--- config.mk ---
export PLATFORM = sky130hd
export DESIGN_NAME = mf3_median
export DESIGN_NICKNAME = d
export VERILOG_FILES = /design/src/rtl/core/mf3_pkg.sv /design/src/rtl/core/mf3_median.sv
export SDC_FILE = /design/constraint.sdc
export NUM_CORES = 2
export LEC_CHECK = 0
export ABC_AREA = 1
export BUFFER_PORTS_ARGS = -buffer_cell sky130_fd_sc_hd__buf_4
export CORE_UTILIZATION = 48
export CTS_CLUSTER_DIAMETER = 30
export DETAILED_ROUTE_END_ITERATION = 12
export GPL_TIMING_DRIVEN = 0
export PLACE_DENSITY_LB_ADDON = 0.15
export SYNTH_ARGS = -nofsm -noshare
export SYNTH_HDL_FRONTEND = slang
export SYNTH_SLANG_ARGS = --single-unit
export TNS_END_PERCENT = 50
--- constraint.sdc ---
create_clock -name aclk -period 4.95 [get_ports aclk]
set_input_delay 0.495 -clock aclk [delete_from_list [all_inputs] [get_ports aclk]]
set_output_delay 0.495 -clock aclk [all_outputs]
set_load 0.05 [all_outputs]
--- src/rtl/core/mf3_pkg.sv ---
`default_nettype none

package mf3_pkg;

    // Fixed widths of the stream fields and registers
    localparam int CH_W       = 8;
    localparam int PIX_W      = 3 * CH_W;
    localparam int WIN_N      = 9;
    localparam int CFG_W_BITS = 12;
    localparam int CFG_H_BITS = 13;
    localparam int CFG_DATA_W = 13;
    localparam int CFG_IDX_W  = 1;

    // Defaults and limits
    localparam int DEF_MAX_WIDTH    = 2048;
    localparam int DEF_MAX_HEIGHT   = 4096;
    localparam int RST_FRAME_WIDTH  = 640;
    localparam int RST_FRAME_HEIGHT = 480;
    localparam int MIN_DIM          = 3;

    // Register indexes on the configuration port
    typedef enum logic [CFG_IDX_W-1:0] {
        CFG_FRAME_WIDTH  = 1'b0,
        CFG_FRAME_HEIGHT = 1'b1
    } cfg_idx_t;

    // Input word kinds (s_tuser)
    typedef enum logic {
        OP_PIXEL = 1'b0,
        OP_FLUSH = 1'b1
    } op_t;

    typedef logic [PIX_W-1:0] pix_t;
    typedef pix_t [WIN_N-1:0] win_t;

    // Column that enters the window on a shift
    typedef enum logic [1:0] {
        SHIFT_PIX   = 2'd0,   // upper, lower, new pixel
        SHIFT_DRAIN = 2'd1,   // upper, lower, zero
        SHIFT_ZERO  = 2'd2    // all zero
    } shift_kind_t;

    // Line buffer command for one word
    typedef struct packed {
        logic        valid;
        logic        write;
        shift_kind_t kind;
        pix_t        px;
    } lb_cmd_t;

    // Result control that travels down the pipeline
    typedef struct packed {
        logic produce;
        logic border;
        logic last;
    } res_flags_t;

endpackage

`default_nettype wire

--- src/rtl/core/mf3_median.sv ---
`default_nettype none

module mf3_median (
    input  wire logic                aclk,
    input  wire logic                aresetn,
    input  wire logic                en,
    input  wire mf3_pkg::win_t       window,
    input  wire mf3_pkg::res_flags_t flags_in,
    output logic                     push,
    output mf3_pkg::pix_t            push_data,
    output logic                     push_last
);
    import mf3_pkg::*;

    typedef logic [CH_W-1:0] byte_t;

    typedef struct packed {
        byte_t hi;
        byte_t mid;
        byte_t lo;
    } trio_t;

    function automatic byte_t min2(input byte_t a, input byte_t b);
        return (a < b) ? a : b;
    endfunction

    function automatic byte_t max2(input byte_t a, input byte_t b);
        return (a > b) ? a : b;
    endfunction

    function automatic byte_t med3(input byte_t a, input byte_t b, input byte_t c);
        return max2(min2(a, b), min2(max2(a, b), c));
    endfunction

    function automatic trio_t sort3(input byte_t a, input byte_t b, input byte_t c);
        trio_t t;
        t.lo  = min2(min2(a, b), c);
        t.hi  = max2(max2(a, b), c);
        t.mid = med3(a, b, c);
        return t;
    endfunction

    trio_t      col_sort_reg [3][3];   // [channel][column]
    pix_t       center_s3_reg;
    res_flags_t flags_s3_reg;
    byte_t      lo_max_reg  [3];
    byte_t      mid_med_reg [3];
    byte_t      hi_min_reg  [3];
    pix_t       center_s4_reg;
    res_flags_t flags_s4_reg;
    pix_t       med_pix;

    // Stage 3: sort each window column per channel
    always_ff @(posedge aclk) begin
        if (en) begin
            for (int ch = 0; ch < 3; ch++) begin
                for (int c = 0; c < 3; c++) begin
                    col_sort_reg[ch][c] <= sort3(window[c][ch*CH_W +: CH_W],
                                                 window[3+c][ch*CH_W +: CH_W],
                                                 window[6+c][ch*CH_W +: CH_W]);
                end
            end
            center_s3_reg <= window[4];
        end
    end

    // Stage 4: largest low, middle mid, smallest high
    always_ff @(posedge aclk) begin
        if (en) begin
            for (int ch = 0; ch < 3; ch++) begin
                lo_max_reg[ch]  <= max2(max2(col_sort_reg[ch][0].lo, col_sort_reg[ch][1].lo),
                                        col_sort_reg[ch][2].lo);
                mid_med_reg[ch] <= med3(col_sort_reg[ch][0].mid, col_sort_reg[ch][1].mid,
                                        col_sort_reg[ch][2].mid);
                hi_min_reg[ch]  <= min2(min2(col_sort_reg[ch][0].hi, col_sort_reg[ch][1].hi),
                                        col_sort_reg[ch][2].hi);
            end
            center_s4_reg <= center_s3_reg;
        end
    end

    // Control flags alongside the data stages
    always_ff @(posedge aclk) begin
        if (!aresetn) begin
            flags_s3_reg <= '0;
            flags_s4_reg <= '0;
        end else if (en) begin
            flags_s3_reg <= flags_in;
            flags_s4_reg <= flags_s3_reg;
        end
    end

    // Median of the three candidates gives the median of nine
    always_comb begin
        for (int ch = 0; ch < 3; ch++) begin
            med_pix[ch*CH_W +: CH_W] = med3(lo_max_reg[ch], mid_med_reg[ch], hi_min_reg[ch]);
        end
    end

    assign push      = en && flags_s4_reg.produce;
    assign push_data = flags_s4_reg.border ? center_s4_reg : med_pix;
    assign push_last = flags_s4_reg.last;

endmodule

`default_nettype wire

==> metrics.md <==
| Metric | Value |
|---|---|
| Status | finished with violations |
| Failing checks | negative setup slack |
| Pin count of the biggest net entering global routing | 125 |
| Global route overflow | 0 |
| DRC viols | 0 |
| DRT Wirelength | 88800 um |
| Max reg flops | 216 |
| Pre-antenna DRT Iters | 6 |
| Number of global-route vias before repair | 27200 |
| Critical path type | reg2out |
| Mapped Nets | 4854 |
| Final Net Count | 5313 |
| Grt met3 use | 3.42% |
| Post-synth EDFFs | 336 |
| Slew Limit Headroom | 20.4% |
| Core footprint | 64500 um2 |
| Ys async rst share | 0% |
| Worst Path Required | 4450 ps |
| Met2 Use GR | 43.3% |
| Top_reg_cell synth | edfxtp_1 |
| Worst-path clk slew | 50 ps |
| Unique masters post-synth | 45 |
| Placer congestion estimate | 0.926 |
| CP Max Fanout | 8 |
| Critical Path Slowest Stage Cell | edfxtp_1 |
| Initial Util | 48.6% |
| H-tree levels | 3 |
| GR Layer Usage met1 | 34.1% |
| Area grow syn2layout | 28.2% |
| Worst hold path type | in2reg |
| Achievable frequency | 183 MHz |
| Per-cell routed wire length | 16.1 um |
| Most common library cells after synthesis | 1145 x nand2_1, 573 x inv_1, 507 x ha_1, 383 x o21ai_0, 336 x edfxtp_1 |
| Final hold violations | 0 |
| Chip width | 258 um |
| Most frequent cell after synthesis | nand2_1 |
| Placed inst area | 34300 um2 |
| CTS Sinks | 342 |
| Area contributors post-synth | edfxtp_1 32%, ha_1 20%, nand2_1 14%, inv_1 6.9%, o21ai_0 6.1% |
| Slew @ Worst Pin | 1190 ps |
| Final worst slack | -516 ps |
| Port bufs | 247 |
| CTS Hold Bufs | 0 |
| # rows | 93 |
| Antenna viol nets, final | 0 |
| CTS tree | built |
| Sequential area share after synthesis | 32.6% |
| Layout cell share with drive strength beyond 1 | 20.2% |
| Grt peak-use layer | met2 |
| Largest stage delay on the critical path | 420 ps |
| Share of the synthesized area in the top cell type | 32.2% |
| Post-DR vias/cell | 5.28 |
| CP endpoint kind | output port |
| Synth area leader | edfxtp_1 |
| Max cap viols | 0 |
| I/O pins | 248 |
| Register area | 10200 um2 |
| Die H | 258 um |
| Max-slew violations | 0 |
| Fin area | 40200 um2 |
| #FFs+latches synth | 342 |
| Setup violations, final | 24 |
| Global-route usage over all layers | 25.6% |
| Synth Instances | 4125 |
| # fillers | 5494 |
| Die area | 66400 um2 |
| Post-Syn Area | 31400 um2 |
| Drt first-iter violations | 1942 |
| Longest Clk Path Bufs | 3 |
| RSZ-0062 raised after global routing | true |
| Initial antenna violation count | 2 |
| Fin util | 62.4% |
| Setup Skew | 40.2 ps |
| First-pass GRT wire length | 138000 um |
| Clock buffer count from CTS | 85 |
| CTS root buffer | clkbuf_16 |
| Final period util | 110% |
| Synth warn | 0 |
| Placed wire-length estimate | 67100 um |
| Syn_area_per_cell | 7.60 um2 |
| Crit path launch type | flop |
| Post-layout min period | 5470 ps |
| Critical path arrival | 4970 ps |
| Clk_lat worst skew | 620 ps |
| Area occupied by multi-input gates | 20200 um2 |
| Via count | 29100 |
[through the flow]
| stage | hold WS (ps) | instances | setup TNS [ps] | setup WS, ps |
|---|---|---|---|---|
| 3_5_place_dp | 405 | 5229 | -26470 | -582 |
| 3_3_place_gp | 401 | 5227 | -23050 | -541 |
| 4_1_cts | 65.6 | 5462 | -5810 | -308 |
| 2_1_floorplan | 400 | 4125 | 0 | 130 |
| 6_report | 93.2 | 5512 | -8870 | -516 |
| 5_1_grt | 76.5 | 5511 | -15490 | -695 |
[timing repair]
item | in CTS | in global routing
gates cloned | 6 | 2
pin swaps | 102 | 111
buffers inserted | 68 | 48
gates resized for setup | 230 | 219
setup endpoints to repair | 40 | 109
[cell families (layout without fill, tap and decap cells)]
group | Yosys count | after routing | synth area share, %
simple gates | 1739 | 1742 | 23.1
fa+ha+maj | 507 | 507 | 20.2
compound gates | 885 | 885 | 16.0
buf+inv | 652 | 1180 | 8.09
flops | 342 | 342 | 32.6
other cells | 0 | 1 | 0
[layout by cell type, fill, tap and decap left out, types with 86 or more instances in the layout]
cell	count
a21oi_1	260
nand3_1	219
o21ai_1	89
o21ai_0	352
buf_4	323
nand2_1	1071
clkbuf_16	86
ha_1	464
edfxtp_1	336
inv_1	566
nor2_1	205
[worst paths after layout]
kind | slack, ps | to | cells past startpoint | startpoint
worst max register to register | 350 | mid_med_reg[0][10] | 26 | col_sort_reg[1][35]
worst max-delay path | -520 | push_data[10] | 28 | lo_max_reg[0][13]
worst min-delay path | 90 | center_s3_reg[12] | 1 | window[108]
worst min register to register | 410 | center_s4_reg[23] | 0 | center_s3_reg[23]
[final cells by class]
cell class,instances,area share (%)
multi-input combinational,3134,50.3
sequential,342,25.4
timing repair buffer,369,7.57
clock buffer,98,5.47
inverter,578,5.40
tap,855,2.66
clock inverter,61,2.11
buffer,74,1.06
antenna,1,0.00622
[metal layers]
metal | vias to the layer above | wire [um]
met1 | 13300 | 39300
li1 | 14900 | -
met2 | 778 | 42700
met5 | - | 12
met3 | 153 | 4720
met4 | 2 | 2020
[critical path: cells and delay by family, from the launching register on]
| family | cells | cell delay (ps) |
|---|---|---|
| AND/OR/NAND/NOR | 14 | 1390 |
| AO/OA/AOI/OAI | 6 | 1020 |
| adder cells (fa/ha/maj) | 3 | 790 |
| buffers and inverters | 5 | 740 |
| flip-flops | 1 | 420 |
Power is left out: the tool's default activity adds up to more than one toggle a clock period on the data nets, which glitch-free logic cannot reach.
