`config.mk`:
```
export PLATFORM = sky130hd
export DESIGN_NAME = mf3_ctrl
export DESIGN_NICKNAME = d
export VERILOG_FILES = /design/src/rtl/core/mf3_pkg.sv /design/src/rtl/core/mf3_ctrl.sv
export SDC_FILE = /design/constraint.sdc
export NUM_CORES = 1
export LEC_CHECK = 0
export ABC_AREA = 1
export BUFFER_PORTS_ARGS = -buffer_cell sky130_fd_sc_hd__buf_2
export CORE_MARGIN = 10
export CORE_UTILIZATION = 45
export CTS_BUF_LIST = sky130_fd_sc_hd__clkbuf_4 sky130_fd_sc_hd__clkbuf_8
export CTS_CLUSTER_DIAMETER = 100
export DETAILED_ROUTE_END_ITERATION = 8
export GPL_TIMING_DRIVEN = 1
export PLACE_DENSITY = 0.62
export REMOVE_ABC_BUFFERS = 1
export SLEW_MARGIN = 20
export SYNTH_ARGS = -nofsm -noshare
export SYNTH_HDL_FRONTEND = slang
export SYNTH_SLANG_ARGS = --single-unit
```
`constraint.sdc`:
```
create_clock -name aclk -period 8 [get_ports aclk]
set_input_delay 0.4 -clock aclk [delete_from_list [all_inputs] [get_ports aclk]]
set_output_delay 0.4 -clock aclk [all_outputs]
set_load 0.03 [all_outputs]
```
`src/rtl/core/mf3_pkg.sv`:
```
`default_nettype none

package mf3_pkg;

    // Fixed widths of the stream fields and registers
    localparam int CH_W       = 8;
    localparam int PIX_W      = 3 * CH_W;
    localparam int WIN_N      = 9;
    localparam int CFG_W_BITS = 12;
    localparam int CFG_H_BITS = 13;
    localparam int CFG_DATA_W = 13;
    localparam int CFG_IDX_W  = 1;

    // Defaults and limits
    localparam int DEF_MAX_WIDTH    = 2048;
    localparam int DEF_MAX_HEIGHT   = 4096;
    localparam int RST_FRAME_WIDTH  = 640;
    localparam int RST_FRAME_HEIGHT = 480;
    localparam int MIN_DIM          = 3;

    // Register indexes on the configuration port
    typedef enum logic [CFG_IDX_W-1:0] {
        CFG_FRAME_WIDTH  = 1'b0,
        CFG_FRAME_HEIGHT = 1'b1
    } cfg_idx_t;

    // Input word kinds (s_tuser)
    typedef enum logic {
        OP_PIXEL = 1'b0,
        OP_FLUSH = 1'b1
    } op_t;

    typedef logic [PIX_W-1:0] pix_t;
    typedef pix_t [WIN_N-1:0] win_t;

    // Column that enters the window on a shift
    typedef enum logic [1:0] {
        SHIFT_PIX   = 2'd0,   // upper, lower, new pixel
        SHIFT_DRAIN = 2'd1,   // upper, lower, zero
        SHIFT_ZERO  = 2'd2    // all zero
    } shift_kind_t;

    // Line buffer command for one word
    typedef struct packed {
        logic        valid;
        logic        write;
        shift_kind_t kind;
        pix_t        px;
    } lb_cmd_t;

    // Result control that travels down the pipeline
    typedef struct packed {
        logic produce;
        logic border;
        logic last;
    } res_flags_t;

endpackage

`default_nettype wire

```
`src/rtl/core/mf3_ctrl.sv`:
```
`default_nettype none

module mf3_ctrl #(
    parameter int MAX_WIDTH  = mf3_pkg::DEF_MAX_WIDTH,
    parameter int MAX_HEIGHT = mf3_pkg::DEF_MAX_HEIGHT
) (
    input  wire logic                             aclk,
    input  wire logic                             aresetn,
    input  wire logic                             cfg_wr_en,
    input  wire logic [mf3_pkg::CFG_IDX_W-1:0]    cfg_addr,
    input  wire logic [mf3_pkg::CFG_DATA_W-1:0]   cfg_wdata,
    input  wire logic                             en,
    input  wire logic                             in_valid,
    input  wire logic                             in_op,
    input  wire mf3_pkg::pix_t                    in_px,
    output logic      [$clog2(MAX_WIDTH)-1:0]     rd_addr,
    output mf3_pkg::lb_cmd_t                      s1_cmd,
    output logic      [$clog2(MAX_WIDTH)-1:0]     s1_addr,
    output mf3_pkg::res_flags_t                   s1_flags
);
    import mf3_pkg::*;

    localparam int AW  = $clog2(MAX_WIDTH);
    localparam int ICW = $clog2(MAX_WIDTH + 1);
    localparam int IRW = $clog2(MAX_HEIGHT + 1);
    localparam int ORW = $clog2(MAX_HEIGHT);
    localparam int WCW = (ICW > CFG_W_BITS ? ICW : CFG_W_BITS) + 1;
    localparam int HCW = (IRW > CFG_H_BITS ? IRW : CFG_H_BITS) + 1;

    logic [CFG_W_BITS-1:0] frame_width_reg;
    logic [CFG_H_BITS-1:0] frame_height_reg;
    logic [ICW-1:0]        in_col_reg, in_col_next;
    logic [IRW-1:0]        in_row_reg, in_row_next;
    logic [AW-1:0]         out_col_reg, out_col_next;
    logic [ORW-1:0]        out_row_reg, out_row_next;

    logic [WCW-1:0] wide_w;
    logic [HCW-1:0] wide_h;
    logic [ICW-1:0] eff_w;
    logic [IRW-1:0] eff_h;
    logic           draining, in_col_end, out_col_end, out_row_end;
    lb_cmd_t        cmd;
    res_flags_t     flags;
    logic [AW-1:0]  addr;
    logic           accept;

    lb_cmd_t        cmd_reg;
    logic [AW-1:0]  addr_reg;
    res_flags_t     flags_reg;

    // Configuration registers
    always_ff @(posedge aclk) begin
        if (!aresetn) begin
            frame_width_reg  <= CFG_W_BITS'(RST_FRAME_WIDTH);
            frame_height_reg <= CFG_H_BITS'(RST_FRAME_HEIGHT);
        end else if (cfg_wr_en) begin
            unique case (cfg_addr)
                CFG_FRAME_WIDTH:  frame_width_reg  <= cfg_wdata[CFG_W_BITS-1:0];
                CFG_FRAME_HEIGHT: frame_height_reg <= cfg_wdata[CFG_H_BITS-1:0];
                default: ;
            endcase
        end
    end

    // Frame size clamped to the supported range
    assign wide_w = WCW'(frame_width_reg);
    assign wide_h = HCW'(frame_height_reg);

    always_comb begin
        if (wide_w < WCW'(MIN_DIM))        eff_w = ICW'(MIN_DIM);
        else if (wide_w > WCW'(MAX_WIDTH)) eff_w = ICW'(MAX_WIDTH);
        else                               eff_w = wide_w[ICW-1:0];
        if (wide_h < HCW'(MIN_DIM))         eff_h = IRW'(MIN_DIM);
        else if (wide_h > HCW'(MAX_HEIGHT)) eff_h = IRW'(MAX_HEIGHT);
        else                                eff_h = wide_h[IRW-1:0];
    end

    assign accept      = en && in_valid;
    assign draining    = in_row_reg >= eff_h;
    assign in_col_end  = ((ICW+1)'(in_col_reg) + (ICW+1)'(1)) >= (ICW+1)'(eff_w);
    assign out_col_end = ((ICW+1)'(out_col_reg) + (ICW+1)'(1)) >= (ICW+1)'(eff_w);
    assign out_row_end = ((IRW+1)'(out_row_reg) + (IRW+1)'(1)) >= (IRW+1)'(eff_h);

    // Per-word decisions: memory address, window shift, result flags, counters
    always_comb begin
        cmd          = '0;
        cmd.px       = in_px;
        cmd.kind     = SHIFT_PIX;
        flags        = '0;
        addr         = '0;
        in_col_next  = in_col_reg;
        in_row_next  = in_row_reg;
        out_col_next = out_col_reg;
        out_row_next = out_row_reg;

        if (draining) begin
            // every word acts as a flush once the frame is in
            cmd.valid     = 1'b1;
            flags.produce = 1'b1;
            if (in_col_reg < eff_w) begin
                cmd.kind    = SHIFT_DRAIN;
                addr        = in_col_reg[AW-1:0];
                in_col_next = in_col_reg + ICW'(1);
            end else begin
                cmd.kind    = SHIFT_ZERO;
                in_col_next = eff_w;
            end
        end else if (in_op == OP_PIXEL) begin
            cmd.valid = 1'b1;
            cmd.write = 1'b1;
            cmd.kind  = SHIFT_PIX;
            if ((ICW+1)'(in_col_reg) < (ICW+1)'(MAX_WIDTH)) addr = in_col_reg[AW-1:0];
            flags.produce = (in_row_reg >= IRW'(2)) ||
                            (in_row_reg == IRW'(1) && in_col_reg != '0);
            if (in_col_end) begin
                in_col_next = '0;
                in_row_next = in_row_reg + IRW'(1);
            end else begin
                in_col_next = in_col_reg + ICW'(1);
            end
        end

        // Output position, border test and end of frame
        if (flags.produce) begin
            flags.border = (out_row_reg == '0) || out_row_end ||
                           (out_col_reg == '0) || out_col_end;
            flags.last   = out_row_end && out_col_end;
            if (flags.last) begin
                in_col_next  = '0;
                in_row_next  = '0;
                out_col_next = '0;
                out_row_next = '0;
            end else if (out_col_end) begin
                out_col_next = '0;
                out_row_next = out_row_reg + ORW'(1);
            end else begin
                out_col_next = out_col_reg + AW'(1);
            end
        end
    end

    // Position counters
    always_ff @(posedge aclk) begin
        if (!aresetn) begin
            in_col_reg  <= '0;
            in_row_reg  <= '0;
            out_col_reg <= '0;
            out_row_reg <= '0;
        end else if (accept) begin
            in_col_reg  <= in_col_next;
            in_row_reg  <= in_row_next;
            out_col_reg <= out_col_next;
            out_row_reg <= out_row_next;
        end
    end

    // Stage 1 control; payload unreset
    always_ff @(posedge aclk) begin
        if (en) begin
            cmd_reg.write <= cmd.write;
            cmd_reg.kind  <= cmd.kind;
            cmd_reg.px    <= cmd.px;
            addr_reg      <= addr;
        end
        if (!aresetn) begin
            cmd_reg.valid <= 1'b0;
            flags_reg     <= '0;
        end else if (en) begin
            cmd_reg.valid <= accept && cmd.valid;
            flags_reg     <= accept ? flags : '0;
        end
    end

    assign rd_addr  = addr;
    assign s1_cmd   = cmd_reg;
    assign s1_addr  = addr_reg;
    assign s1_flags = flags_reg;

endmodule

`default_nettype wire

```
==> flow_summary.ini <==
[cells_and_area]
largest_register_ffs = 28
regArea_um2 = 2680
areaGrowthSynthToFinish_pct = 14.5
final-instance-count-excl-fill = 1260
multi_input_area_um2 = 4000
drive_gt1_share_pct = 17.3
layout.nets = 1144
antenna_cells = 0
fillers = 1597

[timing]
timing.setup.tns_ns = 0
finalWorstPathRequiredPeriod_ns = 4.53
final_worst_path_setup_slack_ns = 3.47
max_freq_ghz = 0.221
report.final.hold_viol_count = 0
max_slew_violation_count = 0
slew-limit-headroom_pct = 44.7
rsz0062_at_grt = no
timing.clock.skew_ns = 0.0174
slew_of_the_pin_with_the_lowest_slew_margin_ns = 0.828
finalCritPeriodShare_pct = 56.6
setup_viol = 0

[pwr]
cellLeakagePower_uw = 0.00375
power_density_nw_per_um2 = 171
ir_worst_vdd_mv = 0.0955

[clocking]
maximum_level_of_the_cts_h_tree = 4
clk_transition_reported_paths_ns = 0.08
numCtsBuffers = 17
cts.sink_count = 115
cts-resized-gates = 0
cts_setup_buffers = 0
clk_path_buf_depth = 2
ctsHoldBuffers = 0
tritoncts = built
clk_latency_ns = 0.45
clk_root_buffer_cell = clkbuf_8

[synthesis]
synth_area_um2 = 7200
yosys_warnings = 0
synth-edff-count = 38
synthDominantAreaCellType = dfxtp_1
synth_top_area_share_pct = 21.4
synth_top_flop_cell = dfxtp_1
register_area_share_after_synthesis_pct = 37.3
synthCells = 938
netlist-cell-type-count = 46
async_reset_ff_share_pct = 0
yosys_register_bits = 115
synthesis.area_per_instance_um2 = 7.68
netlist_top_cells_area = dfxtp_1 (21%), edfxtp_1 (16%), ha_1 (12%), nand2_1 (9.7%), nor2_1 (5.9%)

[setup_path]
worst-setup-path-type = register to output port
cp-start-kind = register
cp_max_fo = 19
ff2ff_path_depth = 17
cp.required_ns = 7.60
arrival_ns = 4.13
critical_path.endpoint_type = output port

[flow_run]
max-cap-violations = 0

[route]
drc = 0
drt_pre_antenna_iters = 5
dr.first_iter.drc_count = 419
vias = 6514
via_density = 5.17
totalWireLength_um = 19100
route.antenna.remaining_nets = 0
drt-wirelength-per-cell_um = 15.2

[floorplan]
pin_count = 97
die_w_um = 146
die-area_um2 = 21500
placement_rows = 46
floorplan.initialDensity_pct = 45.7
placeable_area_um2 = 15800
fp.dieH_um = 146

[worst_hold_path]
min_delay_path_depth = 1
timing.hold.worst.class = primary input to register

[run_status]
outcome = finished, final reports clean

[place]
detailedPlacementHpwl_um = 14600
numPlacedInstances = 1228
placement.io_buffers = 96
post-place-ws_ns = 3.98
place_congestion = 0.908

[grt]
antenna_found_initial = 0
wire_length_of_the_first_global_routing_pass_um = 31400
grt_use_total_pct = 17.8
largest_net_degree_at_the_start_of_global_routing = 42
grt_total_ovfl = 0
first_global_vias = 6183
==> cell type report <==
type	instances	area share, %
inverters	102	4.73
multi-input cells	697	48.5
well taps	216	3.28
clock buffers	17	2.84
repair buffers	98	6.01
clock inverters	15	2.17
flip-flops and latches	115	32.5
==> routing by layer <==
layer | up-vias | global-route usage, % | share of wire (%)
li1 | 3329 | - | -
met1 | 2976 | 24.1 | 49
met2 | 193 | 27.4 | 43
met3 | 16 | 4.42 | 6.3
met4 | 0 | 5.46 | 1.1
met5 | - | 0 | 0
==> critical path, cell delays in order, from the launching register on <==
cell,delay [ns]
dfxtp_1,0.33
or3_1,0.37
nor2_1,0.09
nand2_1,0.05
inv_1,0.08
a21oi_1,0.08
inv_1,0.16
nand2_1,0.22
ha_1,0.37
nand2_1,0.05
o21ai_0,0.24
nand3_1,0.11
nand2_1,0.43
inv_1,0.31
nand2_1,0.16
nand2_1,0.06
inv_1,0.26
nor2_1,0.12
buf_2,0.20
==> cell usage in the layout (no fill, tap or decap), types with 5 or more instances in the layout <==
cell type  synthesis  routed
inv_6              0       5
a21oi_2           11      11
nor3_1            17      17
nor2_1           113     113
nand3_1           57      57
ha_1              69      69
dfxtp_1           77      77
a21oi_1           61      61
buf_2              3      96
o21ai_0           66      66
inv_1             96      96
nor2_2            15      15
o211ai_1           7       7
xor2_1            26      26
nand2_1          187     187
o21ai_1           12      12
nand4_1           15      15
clkbuf_8           0      17
edfxtp_1          38      38
==> cells by family after synthesis <==
logic type	after synthesis	synth area share [%]
AND/OR/NAND/NOR	430	26.7
AO/OA/AOI/OAI	169	13.3
buffers and inverters	126	7.25
flip-flops	115	37.3
adder cells (fa/ha/maj)	69	12.0
XOR/XNOR	29	3.53
==> per-stage QoR <==
step                      instance area, µm²  total power, µW  utilization [%]  hold WS [ns]
final                                   8250             1410             52.3         0.128
after detailed placement                7840              846             49.7         0.459
after CTS                               8250             1420             52.3        0.0993
after global routing                    8250             1480             52.3        0.0980
after global placement                  7840              844             49.7         0.455
after floorplan                         7070              778                -         0.444
==> synthesized netlist by cell type (7+ instances only) <==
cell type / count
nand2_1: 187
nor2_1: 113
inv_1: 96
dfxtp_1: 77
ha_1: 69
o21ai_0: 66
a21oi_1: 61
nand3_1: 57
edfxtp_1: 38
xor2_1: 26
nor3_1: 17
clkbuf_1: 15
nand4_1: 15
nor2_2: 15
o21ai_1: 12
a21oi_2: 11
o211ai_1: 7
==> power by group <==
group	total, µW	switching (µW)	internal [µW]
registers	639	11.7	627
clock network	578	268	310
logic	194	134	60.1
==> worst paths after layout <==
path                                                    to  slack, ns                             from
worst max-delay path                            rd_addr[0]       3.47  frame_width_reg[8]$_SDFFE_PN0P_
worst min-delay path                   s1_cmd[0]$_DFFE_PP_       0.13                         in_px[0]
worst max register to register  in_col_reg[4]$_SDFFE_PN0P_       4.24      out_row_reg[0]$_SDFFE_PN0P_
worst min register to register     s1_cmd[27]$_SDFFE_PN0P_       0.46          s1_cmd[27]$_SDFFE_PN0P_
(Power assumes the default switching activity.)
